$ cat config.mk
export PLATFORM = sky130hd
export DESIGN_NAME = mqtt_packet_field_parser
export DESIGN_NICKNAME = d
export VERILOG_FILES = /design/src/rtl/mpfp_pkg.sv /design/src/rtl/mqtt_packet_field_parser.sv /design/src/rtl/mpfp_step.sv
export SDC_FILE = /design/constraint.sdc
export NUM_CORES = 1
export LEC_CHECK = 0
export BUFFER_PORTS_ARGS = -buffer_cell sky130_fd_sc_hd__buf_2
export CORE_ASPECT_RATIO = 1.75
export CORE_MARGIN = 5
export CORE_UTILIZATION = 25
export CTS_CLUSTER_SIZE = 30
export DETAILED_ROUTE_END_ITERATION = 8
export GPL_ROUTABILITY_DRIVEN = 0
export PLACE_DENSITY_LB_ADDON = 0.08
export REMOVE_ABC_BUFFERS = 1
export SYNTH_ARGS = -nofsm -noshare
export SYNTH_HDL_FRONTEND = slang
export SYNTH_SLANG_ARGS = --single-unit
$ cat constraint.sdc
create_clock -name clk_i -period 9.7 [get_ports clk_i]
set_input_delay 1.94 -clock clk_i [delete_from_list [all_inputs] [get_ports clk_i]]
set_output_delay 1.94 -clock clk_i [all_outputs]
set_load 0.01 [all_outputs]
$ cat src/rtl/mpfp_pkg.sv
// Shared types, codes and helpers for the MQTT packet field parser.
`timescale 1ns / 1ps
package mpfp_pkg;

  // Number of fixed CONNECT bytes skipped before the connect flags
  localparam int CONNECT_SKIP_BYTES = 6;

  // Parse phase codes; string phases set bit 5 with kind in [4:2], step in [1:0]
  typedef logic [5:0] phase_t;
  localparam phase_t PH_HDR     = 6'd0;
  localparam phase_t PH_LEN     = 6'd1;
  localparam phase_t PH_CSKIP   = 6'd2;
  localparam phase_t PH_CFLAGS  = 6'd3;
  localparam phase_t PH_KAHI    = 6'd4;
  localparam phase_t PH_KALO    = 6'd5;
  localparam phase_t PH_PIDHI   = 6'd6;
  localparam phase_t PH_PIDLO   = 6'd7;
  localparam phase_t PH_PAYLOAD = 6'd8;
  localparam phase_t PH_QOS     = 6'd9;
  localparam phase_t PH_TRAIL   = 6'd10;
  localparam phase_t PH_DISCARD = 6'd11;

  // String kinds
  localparam logic [2:0] K_CID   = 3'd0;
  localparam logic [2:0] K_WT    = 3'd1;
  localparam logic [2:0] K_WM    = 3'd2;
  localparam logic [2:0] K_USER  = 3'd3;
  localparam logic [2:0] K_PASS  = 3'd4;
  localparam logic [2:0] K_TOPIC = 3'd5;

  // String steps
  localparam logic [1:0] S_LENHI = 2'd0;
  localparam logic [1:0] S_LENLO = 2'd1;
  localparam logic [1:0] S_BODY  = 2'd2;

  // Packet types with a handler
  localparam logic [3:0] T_CONNECT     = 4'd1;
  localparam logic [3:0] T_PUBLISH     = 4'd3;
  localparam logic [3:0] T_PUBACK      = 4'd4;
  localparam logic [3:0] T_PUBREC      = 4'd5;
  localparam logic [3:0] T_PUBREL      = 4'd6;
  localparam logic [3:0] T_PUBCOMP     = 4'd7;
  localparam logic [3:0] T_SUBSCRIBE   = 4'd8;
  localparam logic [3:0] T_UNSUBSCRIBE = 4'd10;
  localparam logic [3:0] T_PINGREQ     = 4'd12;
  localparam logic [3:0] T_PINGRESP    = 4'd13;
  localparam logic [3:0] T_DISCONNECT  = 4'd14;

  // Byte roles
  localparam logic [3:0] ROLE_HEADER    = 4'd0;
  localparam logic [3:0] ROLE_LENGTH    = 4'd1;
  localparam logic [3:0] ROLE_SKIPPED   = 4'd2;
  localparam logic [3:0] ROLE_CONNFLAGS = 4'd3;
  localparam logic [3:0] ROLE_KEEPALIVE = 4'd4;
  localparam logic [3:0] ROLE_STRLEN    = 4'd5;
  localparam logic [3:0] ROLE_CLIENTID  = 4'd6;
  localparam logic [3:0] ROLE_PKTID     = 4'd12;
  localparam logic [3:0] ROLE_PAYLOAD   = 4'd13;
  localparam logic [3:0] ROLE_QOS       = 4'd14;
  localparam logic [3:0] ROLE_IGNORED   = 4'd15;

  // Error codes
  localparam logic [1:0] ERR_NONE      = 2'd0;
  localparam logic [1:0] ERR_NOHANDLER = 2'd1;
  localparam logic [1:0] ERR_LENGTH    = 2'd2;
  localparam logic [1:0] ERR_OVERRUN   = 2'd3;

  // Parser state carried from byte to byte
  typedef struct packed {
    phase_t      phase;
    logic [3:0]  kind;
    logic [3:0]  flags;
    logic [27:0] len_acc;
    logic [1:0]  len_grp;
    logic [27:0] bytes_left;
    logic [7:0]  cflags;
    logic [15:0] fld_left;
    logic [7:0]  hold;
    logic [7:0]  tcnt;
  } state_t;

  // One result item
  typedef struct packed {
    logic [3:0]  packet_type;
    logic [3:0]  header_flags;
    logic [3:0]  byte_role;
    logic [7:0]  tuple_index;
    logic [27:0] remaining_length;
    logic [15:0] field_value;
    logic        value_done;
    logic        packet_done;
    logic [1:0]  error_code;
  } result_t;

  function automatic phase_t str_phase(input logic [2:0] k, input logic [1:0] s);
    return {1'b1, k, s};
  endfunction

  function automatic logic has_handler(input logic [3:0] t);
    return (t == T_CONNECT) || (t >= T_PUBLISH && t <= T_SUBSCRIBE) ||
           (t == T_UNSUBSCRIBE) || (t >= T_PINGREQ && t <= T_DISCONNECT);
  endfunction

endpackage

$ cat src/rtl/mqtt_packet_field_parser.sv
// Top level: parser state register, per-byte decode and the result register.
// Each result is registered and appears in the cycle after its byte is accepted.
// Throughput: one byte per cycle while in_ready_o is high; the parser state updates in a single pass.
// in_ready_o stays high while the result register is empty or being taken.
// Reset (rst_ni low, asynchronous) returns the parser to the fixed header
// phase with all state cleared and drops out_valid_o.
`timescale 1ns / 1ps
module mqtt_packet_field_parser #(
  parameter int SKIP_BYTES = mpfp_pkg::CONNECT_SKIP_BYTES
) (
  input  logic        clk_i,
  input  logic        rst_ni,
  input  logic        in_valid_i,
  output logic        in_ready_o,
  input  logic [7:0]  data_byte_i,
  input  logic        packet_start_i,
  output logic        out_valid_o,
  input  logic        out_ready_i,
  output logic [3:0]  packet_type_o,
  output logic [3:0]  header_flags_o,
  output logic [3:0]  byte_role_o,
  output logic [7:0]  tuple_index_o,
  output logic [27:0] remaining_length_o,
  output logic [15:0] field_value_o,
  output logic        value_done_o,
  output logic        packet_done_o,
  output logic [1:0]  error_code_o
);
  import mpfp_pkg::*;

  state_t  state_q, state_d;
  result_t res_q, res_d;
  logic    out_valid_q;
  logic    accept;

  assign in_ready_o = !out_valid_q || out_ready_i;
  assign accept     = in_valid_i && in_ready_o;

  mpfp_step #(
    .SKIP_BYTES (SKIP_BYTES)
  ) u_step (
    .state_i        (state_q),
    .data_byte_i    (data_byte_i),
    .packet_start_i (packet_start_i),
    .state_o        (state_d),
    .result_o       (res_d)
  );

  // Advance parser state on each accepted item; all-zero state is the header phase
  always_ff @(posedge clk_i or negedge rst_ni) begin
    if (!rst_ni) begin
      state_q       <= '0;
      out_valid_q   <= 1'b0;
    end else begin
      if (accept) begin
        state_q <= state_d;
      end
      if (accept) begin
        out_valid_q <= 1'b1;
      end else if (out_ready_i) begin
        out_valid_q <= 1'b0;
      end
    end
  end

  // Hold the result until it is taken
  always_ff @(posedge clk_i) begin
    if (accept) begin
      res_q <= res_d;
    end
  end

  assign out_valid_o        = out_valid_q;
  assign packet_type_o      = res_q.packet_type;
  assign header_flags_o     = res_q.header_flags;
  assign byte_role_o        = res_q.byte_role;
  assign tuple_index_o      = res_q.tuple_index;
  assign remaining_length_o = res_q.remaining_length;
  assign field_value_o      = res_q.field_value;
  assign value_done_o       = res_q.value_done;
  assign packet_done_o      = res_q.packet_done;
  assign error_code_o       = res_q.error_code;

endmodule

$ cat src/rtl/mpfp_step.sv
// Per-byte decode: next parser state and the result item for one byte.
`timescale 1ns / 1ps
module mpfp_step #(
  parameter int SKIP_BYTES = mpfp_pkg::CONNECT_SKIP_BYTES
) (
  input  mpfp_pkg::state_t  state_i,
  input  logic [7:0]        data_byte_i,
  input  logic              packet_start_i,
  output mpfp_pkg::state_t  state_o,
  output mpfp_pkg::result_t result_o
);
  import mpfp_pkg::*;

  typedef struct packed {
    phase_t phase;
    logic   inc;
  } next_t;

  function automatic logic is_sub(input logic [3:0] kind);
    return (kind == T_SUBSCRIBE) || (kind == T_UNSUBSCRIBE);
  endfunction

  function automatic phase_t after_will(input logic [7:0] cf);
    if (cf[7]) return str_phase(K_USER, S_LENHI);
    if (cf[6]) return str_phase(K_PASS, S_LENHI);
    return PH_TRAIL;
  endfunction

  function automatic next_t after_string(input logic [2:0] k, input logic [7:0] cf,
                                         input logic [3:0] kind, input logic [3:0] fl);
    next_t n;
    n.inc   = 1'b0;
    n.phase = PH_TRAIL;
    case (k)
      K_CID:   n.phase = cf[2] ? str_phase(K_WT, S_LENHI) : after_will(cf);
      K_WT:    n.phase = str_phase(K_WM, S_LENHI);
      K_WM:    n.phase = after_will(cf);
      K_USER:  n.phase = cf[6] ? str_phase(K_PASS, S_LENHI) : PH_TRAIL;
      K_TOPIC: begin
        if (kind == T_PUBLISH) begin
          n.phase = (fl[2:1] != 2'b00) ? PH_PIDHI : PH_PAYLOAD;
        end else if (kind == T_SUBSCRIBE) begin
          n.phase = PH_QOS;
        end else if (kind == T_UNSUBSCRIBE) begin
          n.inc   = 1'b1;
          n.phase = str_phase(K_TOPIC, S_LENHI);
        end
      end
      default: n.phase = PH_TRAIL;
    endcase
    return n;
  endfunction

  function automatic phase_t after_pid(input logic [3:0] kind);
    if (kind == T_PUBLISH) return PH_PAYLOAD;
    if (is_sub(kind)) return str_phase(K_TOPIC, S_LENHI);
    return PH_TRAIL;
  endfunction

  function automatic logic end_ok(input phase_t ph, input logic [3:0] kind);
    return (ph == PH_TRAIL) || (ph == PH_PAYLOAD) ||
           ((ph == str_phase(K_TOPIC, S_LENHI)) && is_sub(kind));
  endfunction

  function automatic logic [7:0] sat_inc(input logic [7:0] c);
    return (c == 8'hff) ? c : c + 8'd1;
  endfunction

  state_t      ns;
  result_t     res;
  phase_t      np;
  next_t       an;
  logic [27:0] acc_new;
  logic [27:0] bl_new;
  logic [15:0] word;
  logic [15:0] fl_new;
  logic [2:0]  sk;
  logic [1:0]  ss;

  assign word = {state_i.hold, data_byte_i};
  assign sk   = state_i.phase[4:2];
  assign ss   = state_i.phase[1:0];

  // Merge the next 7-bit length group at its place
  always_comb begin
    case (state_i.len_grp)
      2'd0:    acc_new = state_i.len_acc | {21'd0, data_byte_i[6:0]};
      2'd1:    acc_new = state_i.len_acc | {14'd0, data_byte_i[6:0], 7'd0};
      2'd2:    acc_new = state_i.len_acc | {7'd0, data_byte_i[6:0], 14'd0};
      default: acc_new = state_i.len_acc | {data_byte_i[6:0], 21'd0};
    endcase
  end

  // Decode one byte
  always_comb begin
    ns      = state_i;
    res     = '0;
    res.field_value = {8'd0, data_byte_i};
    np      = PH_TRAIL;
    an      = '0;
    fl_new  = state_i.fld_left;
    bl_new  = (state_i.bytes_left != 28'd0) ? state_i.bytes_left - 28'd1 : 28'd0;

    if (packet_start_i || state_i.phase == PH_HDR) begin
      // Fixed header byte: restart the packet
      ns          = '0;
      ns.kind     = data_byte_i[7:4];
      ns.flags    = data_byte_i[3:0];
      res.byte_role = ROLE_HEADER;
      if (has_handler(data_byte_i[7:4])) begin
        ns.phase = PH_LEN;
      end else begin
        ns.phase       = PH_DISCARD;
        res.error_code = ERR_NOHANDLER;
      end
    end else if (state_i.phase == PH_DISCARD) begin
      res.byte_role = ROLE_IGNORED;
    end else if (state_i.phase == PH_LEN) begin
      res.byte_role = ROLE_LENGTH;
      ns.len_acc    = acc_new;
      if (data_byte_i[7]) begin
        if (state_i.len_grp == 2'd3) begin
          res.error_code = ERR_LENGTH;
          ns.phase       = PH_DISCARD;
        end else begin
          ns.len_grp = state_i.len_grp + 2'd1;
        end
      end else begin
        res.remaining_length = acc_new;
        ns.bytes_left        = acc_new;
        // Pick the first body phase for this type
        case (state_i.kind)
          T_CONNECT: begin
            ns.fld_left = 16'(SKIP_BYTES);
            np = (SKIP_BYTES != 0) ? PH_CSKIP : PH_CFLAGS;
          end
          T_PUBLISH: np = str_phase(K_TOPIC, S_LENHI);
          T_PUBACK, T_PUBREC, T_PUBREL, T_PUBCOMP, T_SUBSCRIBE, T_UNSUBSCRIBE:
            np = PH_PIDHI;
          default:   np = PH_TRAIL;
        endcase
        if (acc_new == 28'd0) begin
          res.packet_done = 1'b1;
          if (!end_ok(np, state_i.kind)) res.error_code = ERR_OVERRUN;
          ns.phase = PH_HDR;
        end else begin
          ns.phase = np;
        end
      end
    end else begin
      // Body byte
      res.remaining_length = state_i.len_acc;
      res.tuple_index      = is_sub(state_i.kind) ? state_i.tcnt : 8'd0;
      ns.bytes_left        = bl_new;
      if (state_i.phase[5]) begin
        if (ss == S_LENHI) begin
          res.byte_role = ROLE_STRLEN;
          ns.hold       = data_byte_i;
          np            = str_phase(sk, S_LENLO);
        end else if (ss == S_LENLO) begin
          res.byte_role   = ROLE_STRLEN;
          res.field_value = word;
          res.value_done  = 1'b1;
          ns.fld_left     = word;
          an = after_string(sk, state_i.cflags, state_i.kind, state_i.flags);
          if (word != 16'd0) begin
            np = str_phase(sk, S_BODY);
          end else begin
            np = an.phase;
            if (an.inc) ns.tcnt = sat_inc(state_i.tcnt);
          end
        end else begin
          res.byte_role = ROLE_CLIENTID + {1'b0, sk};
          if (state_i.fld_left != 16'd0) fl_new = state_i.fld_left - 16'd1;
          ns.fld_left = fl_new;
          an = after_string(sk, state_i.cflags, state_i.kind, state_i.flags);
          if (fl_new != 16'd0) begin
            np = state_i.phase;
          end else begin
            np = an.phase;
            if (an.inc) ns.tcnt = sat_inc(state_i.tcnt);
          end
        end
      end else begin
        case (state_i.phase)
          PH_CSKIP: begin
            res.byte_role = ROLE_SKIPPED;
            if (state_i.fld_left != 16'd0) fl_new = state_i.fld_left - 16'd1;
            ns.fld_left = fl_new;
            np = (fl_new != 16'd0) ? PH_CSKIP : PH_CFLAGS;
          end
          PH_CFLAGS: begin
            res.byte_role  = ROLE_CONNFLAGS;
            res.value_done = 1'b1;
            ns.cflags      = data_byte_i;
            np             = PH_KAHI;
          end
          PH_KAHI: begin
            res.byte_role = ROLE_KEEPALIVE;
            ns.hold       = data_byte_i;
            np            = PH_KALO;
          end
          PH_KALO: begin
            res.byte_role   = ROLE_KEEPALIVE;
            res.field_value = word;
            res.value_done  = 1'b1;
            np              = str_phase(K_CID, S_LENHI);
          end
          PH_PIDHI: begin
            res.byte_role = ROLE_PKTID;
            ns.hold       = data_byte_i;
            np            = PH_PIDLO;
          end
          PH_PIDLO: begin
            res.byte_role   = ROLE_PKTID;
            res.field_value = word;
            res.value_done  = 1'b1;
            np              = after_pid(state_i.kind);
          end
          PH_PAYLOAD: begin
            res.byte_role = ROLE_PAYLOAD;
            np            = PH_PAYLOAD;
          end
          PH_QOS: begin
            res.byte_role  = ROLE_QOS;
            res.value_done = 1'b1;
            ns.tcnt        = sat_inc(state_i.tcnt);
            np             = str_phase(K_TOPIC, S_LENHI);
          end
          default: begin
            res.byte_role = ROLE_SKIPPED;
            np            = PH_TRAIL;
          end
        endcase
      end
      // Close the packet when its length runs out
      if (bl_new == 28'd0) begin
        res.packet_done = 1'b1;
        if (!end_ok(np, state_i.kind)) res.error_code = ERR_OVERRUN;
        ns.phase = PH_HDR;
      end else begin
        ns.phase = np;
      end
    end

    res.packet_type  = ns.kind;
    res.header_flags = ns.flags;
  end

  assign state_o  = ns;
  assign result_o = res;

endmodule
==> results by group, run 1 <==
Cells and area
  – Number of fill cells: approximately 4.3k
  – Most frequent cells in the layout: 166 x nand2_1, 112 x o21ai_0, 109 x nor2_1
  – Most common cell after layout, fill and taps aside: nand2_1
  – Fin util: 0.290
  – Nets@finish: 1,235
  – Layout cells sized above 1: 0.126
  – # diodes: 0
  – Area Growth Syn to Fin: 15.3%

Synth
  – YS warnings: 0
  – Asr flop ratio synth: 0.614
  – Post-synth top area share: 0.265
  – Synth Flop Type: dfrtp_1
  – Number of synthesized register bits: 176
  – Largest cells by area after synthesis: dfrtp_1 27%, edfxtp_1 20%, nand2_1 6.1%
  – Mapped cell area: 10,200 um2
  – Syn Area/Cell: 8.75 um2
  – Post-synth EDFFs: 68
  – Synth cell types: 72
  – Post-synthesis sequential area ratio: 0.465
  – Cells after Synth: 1,166
  – Synth area leader: dfrtp_1

Routing
  – DRC viols: 0
  – Vias per Instance: 5.25
  – Antenna viol nets, final: 0
  – Routed vias: 9,326
  – DRT iter0 DRCs: 566
  – DR WL/cell: 23.6 um
  – WL final: 42.0 mm
  – Initial DRT Pass Iterations: 5

Global route
  – GRT Overall Usage: 0.186
  – Gr ovfl total: 0
  – Vias in the first global route: 9,510
  – Largest net degree at the start of global routing: 77
  – First-pass GRT wire length: ~63 mm
  – Initial antenna violation count: 0

Floorplan
  – Die Span Y: between 200 and 300 um
  – Row cnt: 98
  – DIE AREA: roughly 45,000 um2
  – Area of the core: 40,600 um2
  – Die Wd: 163 um
  – Num ports: 83
  – Initial core utilization: 0.251

Worst hold path
  – Worst hold path class: reg2reg

Clock network
  – Clk sinks: 176
  – CTS Hold Bufs: 0
  – CTS tree: built
  – CTS clock-pin slew for the worst setup and hold paths: ~0.070 ns
  – Total CTS buffers: 17
  – Post-CTS Setup Inserts: 0
  – Worst-Skew Late Latency: around 0.45 ns
  – Maximum clock insertion buffer count: 2
  – CTS resizes: 0
  – H-Tree Depth: 4
  – Root buf cell: clkbuf_16

Timing
  – Max-slew violations: 0
  – Setup tns final: 0 ns
  – Final-report hold violation count: 0
  – RSZ-0062 raised after global routing: no
  – Worst slew pin tran: 1.13 ns
  – Max-slew headroom: 0.240
  – Max Clock Skew: between 0.009 and 0.01 ns
  – Min Tclk post-route: 4.90 ns
  – Highest clock rate: 204 MHz
  – Setup violations, final: 0
  – Period utilization: 0.505

Worst setup path
  – Crit Path Class: reg2reg
  – Required @ worst endpoint: 9.90 ns
  – CP arrival: between 5 and 6 ns
  – CP max stage delay: about 0.64 ns
  – Worst Path Max Fanout: 9
  – Worst setup SP type: flop
  – Most common cell on crit path: or4_1
  – Element type at the critical path end: flop
  – Cell Chain, Critical Path: or4_1, or3_1, o41a_1, a311oi_2, and4_1, mux2_1, or4_1, or4_1, a311o_1
  – CP max stage cell: or4_1

Placed design
  – DP HPWL: 30.9 mm
  – Input/output buffers: between 80 and 90

Flow run
  – Max-cap viol count: 0

Power
  – PwrDens: 325 nW/um2
  – Leak: 4.68 nW
  – Overall Power: approximately 3.8 mW
  – Peak supply drop: 122 uV

Run status
  – Status: finished, final reports clean
==> per-stage QoR <==
step / cells / instance area, um2 / hold WS, ns / setup WS, ns
after detailed placement: 1744 / 11200 / 0.495 / 4.62
after floorplan: 1087 / 9880 / 0.446 / 4.42
after global placement: 1744 / 11200 / 0.500 / 4.72
after global routing: 1776 / 11800 / 0.531 / 4.69
after CTS: 1776 / 11800 / 0.509 / 4.84
final: 1776 / 11800 / 0.509 / 4.80
==> cells by family (layout without fill, tap and decap cells) <==
logic type      Yosys count  count (layout)  synth area share
flops                   176             176             0.465
buf+inv                 106             166            0.0406
simple gates            498             498             0.238
xor+xnor                 21              21            0.0180
compound gates          344             344             0.215
mux                      12              12            0.0120
fa+ha+maj                 9               9            0.0110
==> Yosys cell counts, types with 5 or more instances <==
master and instances:
nand4b_1 5, nor2_1 110, o31ai_1 15, xnor2_1 17, o22ai_1 25, o21a_1 8
or3_1 11, o31a_1 5, nand3_1 28, o21ai_0 112, a31oi_1 10, edfxtp_1 68
and3_1 11, mux2i_1 10, nor3_1 50, nor4_1 23, a21o_1 6, a211oi_1 7
and4_1 7, a32o_1 6, clkbuf_1 70, nor4b_1 9, buf_1 6, nand2b_1 11
nand2_1 166, nor2b_1 24, a22oi_1 6, a21oi_1 78, ha_1 9, nor3b_1 6
a22o_1 24, inv_1 26, nand4_1 14, dfrtp_1 108, or4_1 7
==> path summary, 6_finish.rpt <==
check,start,end,slack [ns],depth (start not counted)
setup / recovery,state_q[18]$_DFFE_PN0P_,error_code_o[0]$_DFFE_PP_,4.80,9
hold / removal,state_q[99]$_DFFE_PN0P_,state_q[99]$_DFFE_PN0P_,0.51,2
setup reg to reg,state_q[18]$_DFFE_PN0P_,error_code_o[0]$_DFFE_PP_,4.80,9
hold reg to reg,state_q[99]$_DFFE_PN0P_,state_q[99]$_DFFE_PN0P_,0.51,2
max in group asynchronous,rst_ni,state_q[89]$_DFFE_PN0P_,6.79,2
min in group asynchronous,rst_ni,out_valid_o$_DFFE_PN0P_,1.51,1
==> worst max-delay path, delay by kind of cell, from the launching register on <==
kind,cells,cell delay [ns]
simple gates,5,2.70
mux,1,0.38
flops,1,0.48
compound gates,3,1.08
==> layer usage <==
metal / up-vias / track usage / wire, um / part of all wire
li1: 4395 / - / - / -
met1: 4609 / 0.194 / 15000 / 0.36
met2: 259 / 0.362 / 23800 / 0.57
met3: 63 / 0.0237 / 1360 / 0.032
met4: 0 / 0.0859 / 1880 / 0.045
met5: - / 0 / 0 / 0
==> report_power, final <==
| group | switching (mW) | leakage [nW] | internal, mW | total (mW) |
|---|---|---|---|---|
| registers | 0.238 | 2.12 | 0.932 | 1.17 |
| logic | 1.26 | 2.28 | 0.692 | 1.96 |
| clock network | 0.328 | 0.280 | 0.371 | 0.699 |
| total | 1.83 | 4.68 | 1.99 | 3.83 |
==> cell type report <==
class                   count  area, um2  share of cell area
repair buffers            107        601              0.0511
flip-flops and latches    176       4740               0.404
clock inverters            12        106             0.00905
clock buffers              20        458              0.0390
well taps                 550        688              0.0585
multi-input cells         884       5060               0.430
inverters                  27        103             0.00873
==> registers in the layout (all words and copies together) (netlist names) <==
name	cells
field_value_o	16
tuple_index_o	8
out_valid_o	1
value_done_o	1
header_flags_o	4
packet_type_o	4
packet_done_o	1
state_q	107
byte_role_o	4
remaining_length_o	28
error_code_o	2
Note: power is estimated with default switching activity, not from simulation.
==> inputs of run 2 (changes only) <==
clock period = 4.03 ns   (was 9.7 ns; I/O delays follow)
==> run 2 against run 1 <==
  * The run now ends with negative setup slack left
  * Clock power rose by 140%
  * Sequential share of layout area decreased by 3.0 points
  * Sequential power rose by 130%
  * Combinational power rose to 2.9 times the previous value
  * Flip-flop and latch count is the same
  * Core utilization up 2.3 points
  * Maximum frequency rose by 18%
  * Clock-buffer cell count shrank 3
  * Die area is the same
  * Via count increased by 4.0%
  * Non-clock buffer count is 117 higher
  * Critical endpoint unchanged
  * Largest power group unchanged
==> results by group, run 2 (same netlist as run 1, synthesis figures left out) <==
Run status
  – Status: finished with violations (was finished, final reports clean)
  – Failing checks: negative setup slack

Clock network
  – Clk sinks: 176 (unchanged)
  – Total CTS buffers: 17 (unchanged)
  – Worst-Skew Late Latency: 0.46 ns (was 0.45 ns)
  – Maximum clock insertion buffer count: 2 (unchanged)
  – CTS Hold Bufs: 0 (unchanged)
  – CTS tree: built (unchanged)
  – CTS clock-pin slew for the worst setup and hold paths: 0.08 ns (was 0.07 ns)
  – Root buf cell: clkbuf_16 (unchanged)
  – H-Tree Depth: 4 (unchanged)

Cells and area
  – Max reg flops: 107 (unchanged)
  – Nets@finish: 1,352 (was 1,235)
  – # diodes: 0 (unchanged)
  – Area Growth Syn to Fin: 24.6% (was 15.3%)
  – Number of fill cells: 4,301 (was 4,319)
  – Most common cell after layout, fill and taps aside: nand2_1 (unchanged)
  – Layout cells sized above 1: 0.213 (was 0.126)
  – Final Non-Filler Cells: 1,893 (was 1,776)
  – Most frequent cells in the layout: 166 x nand2_1, 141 x buf_4, 112 x o21ai_0 (was 166 x nand2_1, 112 x o21ai_0, 109 x nor2_1)
  – Biggest register: state_q (unchanged)

Timing
  – Max-slew violations: 0 (unchanged)
  – Setup violations, final: 2 (was 0)
  – Min Tclk post-route: 4.17 ns (was 4.90 ns)
  – WHS: 0.358 ns (was 0.509 ns)
  – Final-report hold violation count: 0 (unchanged)
  – Highest clock rate: 240 MHz (was 204 MHz)
  – Worst slew pin tran: 1.15 ns (was 1.13 ns)
  – Period utilization: 1.03 (was 0.505)
  – RSZ-0062 raised after global routing: yes (was no)
  – Max Clock Skew: 0.0146 ns (was 0.00931 ns)
  – Worst Setup Slack, final: -0.140 ns (was 4.80 ns)
  – Max-slew headroom: 0.229 (was 0.240)

Routing
  – Routed vias: 9,697 (was 9,326)
  – DR WL/cell: 23.4 um (was 23.6 um)
  – Vias per Instance: 5.12 (was 5.25)
  – Antenna viol nets, final: 0 (unchanged)
  – Initial DRT Pass Iterations: 6 (was 5)
  – DRT iter0 DRCs: 440 (was 566)
  – WL final: 44.2 mm (was 42.0 mm)
  – DRC viols: 0 (unchanged)

Floorplan
  – Die Span Y: 277 um (unchanged)
  – Area of the core: 40,600 um2 (unchanged)
  – Num ports: 83 (unchanged)
  – DIE AREA: 45,100 um2 (unchanged)
  – Row cnt: 98 (unchanged)
  – Initial core utilization: 0.251 (unchanged)
  – Die Wd: 163 um (unchanged)

Placed design
  – DP HPWL: 33.5 mm (was 30.9 mm)
  – Input/output buffers: 82 (unchanged)
  – Dpl cells: 1,860 (was 1,744)

Worst setup path
  – Element type at the critical path end: flop (unchanged)
  – Worst setup SP type: flop (unchanged)
  – Worst Path Max Fanout: 2 (was 9)
  – Required @ worst endpoint: 4.24 ns (was 9.90 ns)
  – Crit Path Class: reg2reg (unchanged)
  – CP arrival: 4.38 ns (was 5.11 ns)

Global route
  – First-pass GRT wire length: 66.1 mm (was 63.0 mm)
  – GRT Overall Usage: 0.197 (was 0.186)
  – Gr ovfl total: 0 (unchanged)
  – Initial antenna violation count: 0 (unchanged)
  – Vias in the first global route: 10.2k (was 9,510)
  – Largest net degree at the start of global routing: 66 (was 77)

Flow run
  – Max-cap viol count: 0 (unchanged)

Power
  – PwrDens: 795 nW/um2 (was 325 nW/um2)
  – Overall Power: 10.1 mW (was 3.83 mW)
  – Peak supply drop: 311 uV (was 122 uV)
  – Leak: 5.25 nW (was 4.68 nW)

Worst hold path
  – Worst hold path class: in2async (was reg2reg)
==> run 2: cell types whose count changed in the layout (fill, tap and decap cells not counted), sizes merged <==
cell	delta
clkbuf	-3
clkinv	-4
inv	+5
bufinv	-1
buf	+117
clkinvlp	+3
==> run 2: what timing repair did <==
action | 4_1_cts | 5_1_grt
setup endpoints to repair | 2 | 3
pin swaps | 3 | 1
resized for setup | 11 | 4
buffers inserted | 0 | 1
==> run 2: power by group <==
group / internal, mW / switching (mW) / leakage (nW) / total (mW)
logic: 2.40 / 3.37 / 2.86 / 5.77
clock network: 0.812 / 0.862 / 0.265 / 1.67
registers: 2.24 / 0.413 / 2.12 / 2.66
==> run 2: area by class of cell <==
class	count	area, um2	share of cell area
Clock buffer	17	425	0.0335
Clock inverter	15	128	0.0100
Inverter	27	103	0.00808
Multi-Input combinational cell	884	5110	0.402
Sequential cell	176	4740	0.373
Tap cell	550	688	0.0542
Timing Repair Buffer	224	1500	0.118
==> run 2: worst paths after layout <==
| check | startpoint | endpoint | slack (ns) | depth (start not counted) |
|---|---|---|---|---|
| min reg2reg | state_q[98]$_DFFE_PN0P_ | state_q[98]$_DFFE_PN0P_ | 0.48 | 2 |
| max | state_q[20]$_DFFE_PN0P_ | error_code_o[0]$_DFFE_PP_ | -0.14 | 9 |
| max in group asynchronous | rst_ni | state_q[86]$_DFFE_PN0P_ | 2.80 | 2 |
| min in group clk_i | state_q[98]$_DFFE_PN0P_ | state_q[98]$_DFFE_PN0P_ | 0.48 | 2 |
| max reg2reg | state_q[20]$_DFFE_PN0P_ | error_code_o[0]$_DFFE_PP_ | -0.14 | 9 |
| min | rst_ni | out_valid_o$_DFFE_PN0P_ | 0.36 | 1 |
==> run 2: worst max-delay path: stages, from the launching register on <==
cell and delay, ns:
dfrtp_1 0.38, or4_4 0.54, or3_4 0.40, o41a_1 0.38, a311oi_2 0.24, and4_4 0.32, mux2_4 0.32, or4_4 0.51
or4_4 0.53, a311o_1 0.28
==> run 2: layer usage <==
metal,wire [um],GRT usage,up-vias,part of all wire
met5,0,0,-,0
met4,2580,0.107,0,0.058
met3,1200,0.0261,90,0.027
met2,24800,0.381,233,0.56
met1,15600,0.200,4738,0.35
li1,-,-,4636,-
==> run 2: per-stage QoR <==
stage,setup WS (ns),instance area (um2),util,TNS (ns)
2_1_floorplan,-0.286,9880,-,-1.46
3_3_place_gp,-0.302,12100,0.298,-0.604
3_5_place_dp,-0.300,12100,0.298,-0.593
4_1_cts,-0.115,12700,0.313,-0.223
5_1_grt,-0.194,12700,0.313,-0.385
6_report,-0.140,12700,0.313,-0.276
